`src/rtl/dfs_pkg.sv`:
```
// shared types and constants for the depth-first search block
`timescale 1ns / 1ps

package dfs_pkg;

    // graph size limits
    localparam int MAX_VERTICES = 32;
    localparam int VIDX_W       = $clog2(MAX_VERTICES);
    localparam int CNT_W        = VIDX_W + 1;

    // input item kinds
    typedef enum logic {
        OP_LOAD   = 1'b0,
        OP_SEARCH = 1'b1
    } t_op;

    // one input word
    typedef struct packed {
        t_op                       op;
        logic [VIDX_W-1:0]         row_index;
        logic [MAX_VERTICES-1:0]   row_bits;
        logic [VIDX_W-1:0]         start_vertex;
    } t_item;

    // one result word
    typedef struct packed {
        logic [VIDX_W-1:0] vertex;
        logic [VIDX_W-1:0] parent;
        logic              reached;
        logic              last;
    } t_result;

endpackage

```
`src/rtl/dfs_parent_tree_adjacency_matrix.sv`:
```
// Depth-first search over an adjacency matrix, reporting each vertex's tree parent.
//
// Input stream (s_axis): tuser selects the word kind, 0 loads one adjacency
// row, 1 starts a search. tdata carries row_index, row_bits and start_vertex.
// Output stream (m_axis): one word per vertex 0 .. n-1 in ascending order with
// vertex, parent and reached flag; tlast marks vertex n-1.
// n is the configuration register num_vertices clamped into 1 .. 32. The user
// must see that it is written through i_cfg_we / i_cfg_wdata while the block
// is idle; the block has no check for it. A load word keeps the block idle.
// A search pops stack entries, each followed by a scan of its stored row with
// one neighbour checked per cycle, then sees the empty stack and hands out the
// results (at once if the start vertex is n or above); the input is not ready meanwhile.
// Results go through one output register: a stalled receiver holds the
// search in its reporting phase, nothing is dropped.
// Synchronous active-low reset returns to idle, empties the stack, clears
// the visited and reached flags and sets num_vertices to 32; adjacency rows
// are not cleared and must be loaded before a search reads them.
`timescale 1ns / 1ps

module dfs_parent_tree_adjacency_matrix
    import dfs_pkg::*;
(
    input  logic        i_clk,
    input  logic        i_rst_n,
    input  logic        i_cfg_we,
    input  logic [5:0]  i_cfg_wdata,      // num_vertices
    input  logic        s_axis_tvalid,
    output logic        s_axis_tready,
    input  logic [47:0] s_axis_tdata,     // row_index[4:0], row_bits[36:5], start_vertex[41:37]
    input  logic        s_axis_tuser,     // operation
    output logic        m_axis_tvalid,
    input  logic        m_axis_tready,
    output logic [15:0] m_axis_tdata,     // vertex[4:0], parent[9:5], reached[10]
    output logic        m_axis_tlast
);

    logic [5:0]       r_num_vertices;
    logic [CNT_W-1:0] num;
    t_item            item;
    t_result          res;

    // configuration register
    always_ff @(posedge i_clk) begin
        if (!i_rst_n) begin
            r_num_vertices <= 6'd32;
        end else if (i_cfg_we) begin
            r_num_vertices <= i_cfg_wdata;
        end
    end

    // clamp vertex count into the supported range
    always_comb begin
        priority if (r_num_vertices == '0) begin
            num = CNT_W'(1);
        end else if (CNT_W'(r_num_vertices) > CNT_W'(MAX_VERTICES)) begin
            num = CNT_W'(MAX_VERTICES);
        end else begin
            num = CNT_W'(r_num_vertices);
        end
    end

    // unpack the input word
    assign item.op           = t_op'(s_axis_tuser);
    assign item.row_index    = s_axis_tdata[4:0];
    assign item.row_bits     = s_axis_tdata[36:5];
    assign item.start_vertex = s_axis_tdata[41:37];

    dfs_search u_search (
        .i_clk        (i_clk),
        .i_rst_n      (i_rst_n),
        .i_item       (item),
        .i_item_valid (s_axis_tvalid),
        .o_item_ready (s_axis_tready),
        .i_num        (num),
        .o_res        (res),
        .o_res_valid  (m_axis_tvalid),
        .i_res_ready  (m_axis_tready)
    );

    // pack the result word
    assign m_axis_tdata = {5'd0, res.reached, res.parent, res.vertex};
    assign m_axis_tlast = res.last;

endmodule

```
`src/rtl/dfs_ram.sv`:
```
// generic single-write, single-read ram with registered read data
`timescale 1ns / 1ps

module dfs_ram #(
    parameter int WIDTH = 32,
    parameter int DEPTH = 32,
    parameter int AW    = $clog2(DEPTH)
) (
    input  logic             i_clk,
    input  logic             i_we,
    input  logic [AW-1:0]    i_waddr,
    input  logic [WIDTH-1:0] i_wdata,
    input  logic             i_re,
    input  logic [AW-1:0]    i_raddr,
    output logic [WIDTH-1:0] o_rdata
);

    logic [WIDTH-1:0] r_mem [DEPTH];
    logic [WIDTH-1:0] r_rdata;

    // write port
    always_ff @(posedge i_clk) begin
        if (i_we) begin
            r_mem[i_waddr] <= i_wdata;
        end
    end

    // read port, data held until the next read
    always_ff @(posedge i_clk) begin
        if (i_re) begin
            r_rdata <= r_mem[i_raddr];
        end
    end

    assign o_rdata = r_rdata;

endmodule

```
`src/rtl/dfs_search.sv`:
```
// search sequencer: row store, stack, visited and parent stores, result register
`timescale 1ns / 1ps

module dfs_search
    import dfs_pkg::*;
(
    input  logic             i_clk,
    input  logic             i_rst_n,
    input  t_item            i_item,
    input  logic             i_item_valid,
    output logic             o_item_ready,
    input  logic [CNT_W-1:0] i_num,
    output t_result          o_res,
    output logic             o_res_valid,
    input  logic             i_res_ready
);

    typedef enum logic [1:0] {
        S_IDLE,
        S_POP,
        S_SCAN,
        S_EMIT
    } t_state;

    t_state                  r_state;
    logic [CNT_W-1:0]        r_count;
    logic [VIDX_W-1:0]       r_v;
    logic [VIDX_W-1:0]       r_w;
    logic [VIDX_W-1:0]       r_k;
    logic [MAX_VERTICES-1:0] r_visited;
    logic [MAX_VERTICES-1:0] r_reached;
    logic [VIDX_W-1:0]       r_parent [MAX_VERTICES];
    logic [VIDX_W-1:0]       r_stack  [MAX_VERTICES];
    t_result                 r_res;
    logic                    r_res_valid;

    logic                    accept;
    logic                    ram_we;
    logic                    ram_re;
    logic [VIDX_W-1:0]       ram_raddr;
    logic [MAX_VERTICES-1:0] row;
    logic [VIDX_W-1:0]       last_idx;
    logic [VIDX_W-1:0]       top_idx;
    logic                    out_free;
    logic                    emit_fire;
    logic                    hit;

    assign o_item_ready = (r_state == S_IDLE);
    assign accept       = i_item_valid && o_item_ready;
    assign last_idx     = VIDX_W'(i_num - CNT_W'(1));
    assign top_idx      = VIDX_W'(r_count - CNT_W'(1));
    assign out_free     = !r_res_valid || i_res_ready;
    assign emit_fire    = (r_state == S_EMIT) && out_free;
    assign hit          = row[r_w] && !r_visited[r_w];

    // adjacency row store is read once per pop
    assign ram_we    = accept && (i_item.op == OP_LOAD);
    assign ram_re    = (r_state == S_POP) && (r_count != '0);
    assign ram_raddr = r_stack[top_idx];

    dfs_ram #(
        .WIDTH (MAX_VERTICES),
        .DEPTH (MAX_VERTICES)
    ) u_rows (
        .i_clk   (i_clk),
        .i_we    (ram_we),
        .i_waddr (i_item.row_index),
        .i_wdata (i_item.row_bits),
        .i_re    (ram_re),
        .i_raddr (ram_raddr),
        .o_rdata (row)
    );

    // sequencer: pop, scan neighbours one per cycle, then report each vertex
    always_ff @(posedge i_clk) begin
        if (!i_rst_n) begin
            r_state     <= S_IDLE;
            r_count     <= '0;
            r_visited   <= '0;
            r_reached   <= '0;
            r_res_valid <= 1'b0;
            r_w         <= '0;
            r_k         <= '0;
        end else begin
            // result register empties when taken and nothing new goes in
            if (r_res_valid && i_res_ready && !emit_fire) begin
                r_res_valid <= 1'b0;
            end
            unique case (r_state)
                S_IDLE: begin
                    if (accept && (i_item.op == OP_SEARCH)) begin
                        r_visited <= '0;
                        r_k       <= '0;
                        if (CNT_W'(i_item.start_vertex) < i_num) begin
                            r_stack[0]                     <= i_item.start_vertex;
                            r_count                        <= CNT_W'(1);
                            r_parent[i_item.start_vertex]  <= i_item.start_vertex;
                            r_reached <= MAX_VERTICES'(1) << i_item.start_vertex;
                            r_state                        <= S_POP;
                        end else begin
                            r_count   <= '0;
                            r_reached <= '0;
                            r_state   <= S_EMIT;
                        end
                    end
                end
                S_POP: begin
                    if (r_count == '0) begin
                        r_state <= S_EMIT;
                    end else begin
                        r_count              <= r_count - CNT_W'(1);
                        r_v                  <= r_stack[top_idx];
                        r_visited[r_stack[top_idx]] <= 1'b1;
                        r_w                  <= '0;
                        r_state              <= S_SCAN;
                    end
                end
                S_SCAN: begin
                    if (hit) begin
                        r_parent[r_w]  <= r_v;
                        r_reached[r_w] <= 1'b1;
                        if (r_count < i_num) begin
                            r_stack[r_count[VIDX_W-1:0]] <= r_w;
                            r_count                      <= r_count + CNT_W'(1);
                        end
                    end
                    if (r_w == last_idx) begin
                        r_state <= S_POP;
                    end else begin
                        r_w <= r_w + VIDX_W'(1);
                    end
                end
                S_EMIT: begin
                    if (out_free) begin
                        r_res.vertex  <= r_k;
                        r_res.parent  <= r_reached[r_k] ? r_parent[r_k] : '0;
                        r_res.reached <= r_reached[r_k];
                        r_res.last    <= (r_k == last_idx);
                        r_res_valid   <= 1'b1;
                        if (r_k == last_idx) begin
                            r_state <= S_IDLE;
                        end else begin
                            r_k <= r_k + VIDX_W'(1);
                        end
                    end
                end
                default: begin
                    r_state <= S_IDLE;
                end
            endcase
        end
    end

    assign o_res       = r_res;
    assign o_res_valid = r_res_valid;

endmodule

```
`config.mk`:
```
export PLATFORM = sky130hd
export DESIGN_NAME = dfs_parent_tree_adjacency_matrix
export DESIGN_NICKNAME = d
export VERILOG_FILES = /design/src/rtl/dfs_pkg.sv /design/src/rtl/dfs_parent_tree_adjacency_matrix.sv /design/src/rtl/dfs_ram.sv /design/src/rtl/dfs_search.sv
export SDC_FILE = /design/constraint.sdc
export NUM_CORES = 2
export LEC_CHECK = 0
export BUFFER_PORTS_ARGS = -buffer_cell sky130_fd_sc_hd__buf_2
export CORE_ASPECT_RATIO = 1.2
export CORE_MARGIN = 5
export CORE_UTILIZATION = 35
export DETAILED_ROUTE_END_ITERATION = 7
export HOLD_SLACK_MARGIN = 0.06
export PLACE_DENSITY = 0.49
export SYNTH_ARGS = -nofsm -noshare
export SYNTH_HDL_FRONTEND = slang
export SYNTH_SLANG_ARGS = --single-unit
```
`constraint.sdc`:
```
create_clock -name i_clk -period 8.5 [get_ports i_clk]
set_input_delay 0 -clock i_clk [delete_from_list [all_inputs] [get_ports i_clk]]
set_output_delay 0 -clock i_clk [all_outputs]
set_load 0.05 [all_outputs]
```
Yosys cells after proc, flatten, opt, wreduce, memory -nomap -nowiden:

Memories as Yosys holds them, arrays and structs flattened. A register that Yosys moved wholly into a read port is not among the register bits.
Index checks and enable logic that the tools add are counted.

* memories kept: 3
* register bits after elaboration: 101
* word-level logic and storage cells: 145
* input port bits: 60
* output and inout bits: 19
* memory bits (writable): 1344

Memory list
* u_search.u_rows.r_mem: words 32, bits a word 32, read ports 1, clocked after memory_dff 1, wr ports 1, line dfs_ram.sv:18 `logic [WIDTH-1:0] r_mem [DEPTH];`
* u_search.r_parent: words 32, bits a word 5, read ports 1, clocked after memory_dff 1, wr ports 1, line dfs_search.sv:32 `logic [VIDX_W-1:0] r_parent [MAX_VERTICES];`
* u_search.r_stack: words 32, bits a word 5, read ports 1, clocked after memory_dff 0, wr ports 1, line dfs_search.sv:33 `logic [VIDX_W-1:0] r_stack [MAX_VERTICES];`

* order comparisons: 8
* bitwise gates (word level): 4
* muxes and demuxes: 64
* reduce and logical (&&, ||, !) cells: 34
* shifts and indexed selects: 1
* add/subtract/negate cells: 5
* eq/ne operators: 14

Operators with widths (count)
* 2-to-1 mux 32 bit: 5
* case mux 32 bit (2 select lines): 2
* bitwise OR 32 bit: 2
* 2-to-1 mux 5 bit: 9
* 2-to-1 mux 6 bit: 6
* << shifter 1 x 5 -> 32 bit, first input constant: 1
* 2-to-1 mux 1 bit: 28
* case mux 5 bit (2 select lines): 2
* < comparator 5 x 6 -> 1 bit, second input constant: 3
* case mux 6 bit (3 select lines): 1
* binary-select mux 1 bit (select 5 bit): 3
* AND reduction 3 bit: 5
* logical NOT 6 bit: 2
* adder 5 x 1 -> 5 bit, second input constant: 2
* demux 1 bit (select 5 bit): 2
* equality test 5 bit: 2
* >= comparator 5 x 1 -> 1 bit, second input constant: 2
* logical AND 1 bit: 10
* 2-to-1 mux 2 bit: 5
* != test 2 bit, second input constant: 5
* OR reduction 5 bit: 2
* != test 2 x 1 -> 1 bit, second input constant: 4
* case mux 2 bit (4 select lines): 1
* AND reduction 4 bit: 2
* other kinds (16): 24

Depth between registers and ports, before layout:

* depth after elaboration: 11
* depth in mapped cells: 18
* depth with buffers taken out: 11

Modules after synthesis:

From an unflattened synthesis, not the netlist that was laid out.

* cell total of the unflattened synthesis: 3663
* area, all modules: 60625.6 um^2

By module, submodules not included
* dfs_ram: instances 1, seq. area each 31710.4 um^2, area an instance 40812.9 um^2, cells an instance 2260
* dfs_search: instances 1, seq. area each 11781.3 um^2, area an instance 19506.2 um^2, cells an instance 1370
* dfs_parent_tree_adjacency_matrix: instances 1, seq. area each 120.1 um^2, area an instance 306.5 um^2, cells an instance 33

Worst setup path before layout:

Ideal clock, no wire load.

* path type: register -> register
* start: reg u_search.r_w[0]
* end: mem u_search.r_stack[0][0] in the netlist's numbering (data pin)
* library setup time: 0.454 ns
* clock period less this slack: 4.239 ns
* required time: 8.046 ns
* path slack: 4.261 ns
* stages on the path, launching flop included: 11
* arrival: 3.785 ns
* buffers on the path: 3
* path through: dfxtp_1 -> buf_2 -> mux4_2 -> a22oi_1 -> o211ai_1 -> a211oi_1 -> and3_1 -> buf_2 -> nand2_1 -> buf_2 -> o21ai_0

* word-level cells in the longest chain between the ends: 10
* elaborated cells on any way between the ends: 12
* classes of those cells: mux (9); reduce/logical (3)

RTL lines
* from (decl): line dfs_search.sv:28 `logic [VIDX_W-1:0] r_w;`
* from (signal assigned): line dfs_search.sv:130 `r_w <= r_w + VIDX_W'(1);`
* binary-select mux 1 bit (select 5 bit): line dfs_search.sv:54 `assign hit = row[r_w] && !r_visited[r_w];`
* 2-to-1 mux 1 bit (implied by the code): line dfs_search.sv:54
* logical NOT 1 bit: line dfs_search.sv:54
* logical AND 1 bit: line dfs_search.sv:54
* 2-to-1 mux 1 bit: line dfs_search.sv:119 `if (hit) begin`
* 2-to-1 mux 1 bit: line dfs_search.sv:89 `unique case (r_state)`
* 2-to-1 mux 1 bit: line dfs_search.sv:76 `if (!i_rst_n) begin`
* 2-to-1 mux 1 bit (implied by the code): line dfs_search.sv:123 `r_stack[r_count[VIDX_W-1:0]] <= r_w;`
* OR reduction 5 bit (no line)
* 2-to-1 mux 5 bit (no line) (*)
* to (decl): line dfs_search.sv:33

Mark *: on every way between the ends. The rest lies on a longest branch, timed or not. The select of a mux whose other input is x is not followed.

Worst setup path in the final report:

* start: reg u_search.r_count[1]
* end: reg u_search.u_rows.r_rdata[18], in the netlist u_search.u_rows.o_rdata[18] (read register of u_search.u_rows.r_mem) (data pin)

* word-level cells in the longest chain between the ends: 2
* elaborated cells on any way between the ends: 4
* classes of those cells: add/sub (1); reduce/logical (2); memory (1)

RTL lines
* from (decl): line dfs_search.sv:26 `logic [CNT_W-1:0] r_count;`
* from (signal assigned): line dfs_search.sv:111 `r_count <= r_count - CNT_W'(1);`
* from (signal assigned): line dfs_search.sv:124 `r_count <= r_count + CNT_W'(1);`
* subtractor 6 x 1 -> 6 bit or nonzero test 6 bit (tied branches): line dfs_search.sv:51, dfs_search.sv:58
* memory read (32 x 5 bit) or logical AND 1 bit (tied branches)
* to (decl): line dfs_ram.sv:19 `logic [WIDTH-1:0] r_rdata;`

Parallel ways exist; a longest one is shown, timed or not.
A chain may end at the register's enable or synchronous reset.

==> reports/metrics.cfg <==
[drt]
routed_via_density=5.36
routed_wl_um=165000
drtIter0Drc=2774
drc=0
ant_nets=0
dr.pass1.iters=5
via_count=32000
wl_per_cell_um=27.7

[setup_path]
critPathArrivalTime_ns=6.13
r2r_start=u_search.r_count[1]
path_cells=inv_1 > ha_1 > xnor2_1 > nor2_1 > o22ai_1 > nand4_1 > nand4_1 > buf_4 > buf_4 > o22ai_1 > nor4_1 > nand2_1
crit_path_start_kind=flip-flop
path_class=reg -> reg
crit_start=u_search.r_count[1]
max_stage_delay_ns=0.83
slowest_stage=nand4_1
cp.required_ns=9.03
end_kind=flip-flop
worstPathMaxFanout=14

[global_routing]
grt_pass1_wl_um=234000
grt_use_total=0.184
antenna_found_initial=6
grt.overflow.total=0
grt_pass1_vias=31700
grt_start_max_net_pins=100

[clock_tree]
htreeDepth=4
cts_hold_buf=75
cts_tree=done
clkTransAtPathRegs_ns=0.06
clockBufferDepth=3
clock_sinks=1482
clk_latency_ns=0.80
cts_buffers=159
post-cts-setup-buffers=0
cts_resized=0
cts-root-buf=clkbuf_16

[place]
port_buffers=67
place.gp.congestion=0.764
pre_cts_slack_ns=2.94
hpwl_um=81900

[sta]
rsz0062_at_grt=false
setup_viol=0
fin_crit_sh=0.659
max_freq_mhz=179
hold_viol_final=0
slew_viol_final=0
whs_ns=0.134
worst_slew_pin_slew_ns=1.37
max_slew_margin=0.0863
timing.final.crit_period_ns=5.60
worst_slack_ns=2.90
tns_ns=0
skew_ns=0.0270

[cells_and_area]
final_core_util=0.407
final_nets=3678
drive_gt1_frac=0.148
syn2layout_area_growth_pct=15.3
fillers=15100

[yosys]
synth_area_leader_cell=edfxtp_1
synthFlopType=edfxtp_1
synth_edf_count=1393
syn_area_mm2=0.0588
ys_types=73
ys_top_cells_by_area=edfxtp_1 71%, mux2i_1 9.2%, mux4_2 4.4%
ys_warn_count=0
async_flop_share=0
syn_area_per_cell_um2=17.2
yosys-top-cells-count=1393 x edfxtp_1, 543 x mux2i_1, 268 x o22ai_1
yosysMostFrequentCell=edfxtp_1
netlist.area_leader.share=0.711
synth_cells=3414
ys_seq_elements=1482
yosysSeqAreaShare=0.741

[worst_hold_path]
min-delay-start=m_axis_tready
hold_path_class=in -> reg

[run]
drv_cap=0

[power_and_ir_drop]
powerDensity_mw_per_mm2=363
ir_drop_v=0.000448
p_leak_nw=22.1

[die]
num_rows=164
core_mm2=0.167
die_h_um=459
die-area_mm2=0.176
die_w_um=384
initial_core_util=0.353
ioPinCount=79

[outcome]
status=completed

==> final cells by class <==
class	count	area (µm²)	share of cell area
well taps	2241	2800	0.0413
flip-flops and latches	1482	43600	0.643
repair buffers	226	1780	0.0262
clock inverters	88	842	0.0124
multi-input cells	1705	14500	0.214
inverters	23	86.3	0.00127
clock buffers	203	4140	0.0611
diodes	7	17.5	0.000258
==> cell families (layout without fill, tap and decap cells) <==
group	after synthesis	in the layout	share of synthesized area
muxes	671	671	0.139
other	1	12	0.0000637
xor gates and xnor gates	15	15	0.00364
and+or+nand+nor	521	521	0.0426
AOI/OAI and AO/OA	472	472	0.0512
DFF	1482	1482	0.741
adders and majority gates	21	21	0.00446
buffers and inverters	231	540	0.0179
==> cell usage in the layout (no fill, tap or decap), drive strengths merged, types with 12 or more instances in the layout <==
master / synthesis / layout
edfxtp: 1393 / 1393
mux2i: 543 / 543
o22ai: 268 / 268
nor2: 223 / 223
clkbuf: 93 / 203
buf: 115 / 151
mux4: 116 / 116
nand2: 94 / 94
dfxtp: 89 / 89
a21oi: 86 / 86
dlygate4sd3: 0 / 75
nor4: 70 / 70
clkinv: 1 / 69
inv: 22 / 29
o21ai: 28 / 28
nor3: 23 / 23
nand4: 23 / 23
ha: 21 / 21
o32ai: 18 / 18
a211oi: 17 / 17
nand3: 15 / 15
mux2: 12 / 12
and3: 12 / 12
==> metrics by stage <==
stage / cell area [µm²] / total power, W / instances
floorplan: 58900 / 0.0154 / 3418
global placement: 62100 / 0.0182 / 5602
detailed placement: 62100 / 0.0182 / 5602
CTS: 67800 / 0.0249 / 5968
global route: 67800 / 0.0257 / 5969
finish: 67800 / 0.0246 / 5975
==> path summary, 6_finish.rpt <==
path,endpoint,slack (ns),cells after the start
max reg2reg,u_search.u_rows.o_rdata[18],2.90,12
max,u_search.u_rows.o_rdata[18],2.90,12
min reg2reg,u_search.r_visited[23],0.46,2
min,u_search.o_res_valid,0.13,4
==> routing by layer <==
| layer | share of wire | vias up | global-route usage | wire length, µm |
|---|---|---|---|---|
| li1 | - | 14100 | - | - |
| met1 | 0.44 | 16800 | 0.261 | 73500 |
| met2 | 0.48 | 920 | 0.297 | 78800 |
| met3 | 0.056 | 227 | 0.0291 | 9240 |
| met4 | 0.023 | 0 | 0.0499 | 3750 |
| met5 | 0 | - | 0 | 0 |
==> report_power, final <==
| part | switching, W | internal (W) |
|---|---|---|
| Clock | 0.00293 | 0.00368 |
| Sequential | 0.0000783 | 0.00839 |
| Combinational | 0.00597 | 0.00359 |
==> state kept, by name (all words and copies together) (netlist names) <==
| name | flops |
|---|---|
| r_num_vertices | 6 |
| u_search.o_res | 12 |
| u_search.o_res_valid | 1 |
| u_search.r_count | 6 |
| u_search.r_k | 5 |
| u_search.r_parent | 160 |
| u_search.r_reached | 32 |
| u_search.r_stack | 160 |
| u_search.r_state | 2 |
| u_search.r_v | 5 |
| u_search.r_visited | 32 |
| u_search.r_w | 5 |
| u_search.u_rows.o_rdata | 32 |
| u_search.u_rows.r_mem | 1024 |
==> critical path: cells and delay by family (launching register included) <==
family	cells	cell delay [ns]
DFF	1	0.60
and+or+nand+nor	5	2.17
xor gates and xnor gates	1	0.82
buffers and inverters	3	1.02
adders and majority gates	1	0.39
AOI/OAI and AO/OA	2	0.34
Note: power is estimated with default switching activity, not from simulation.
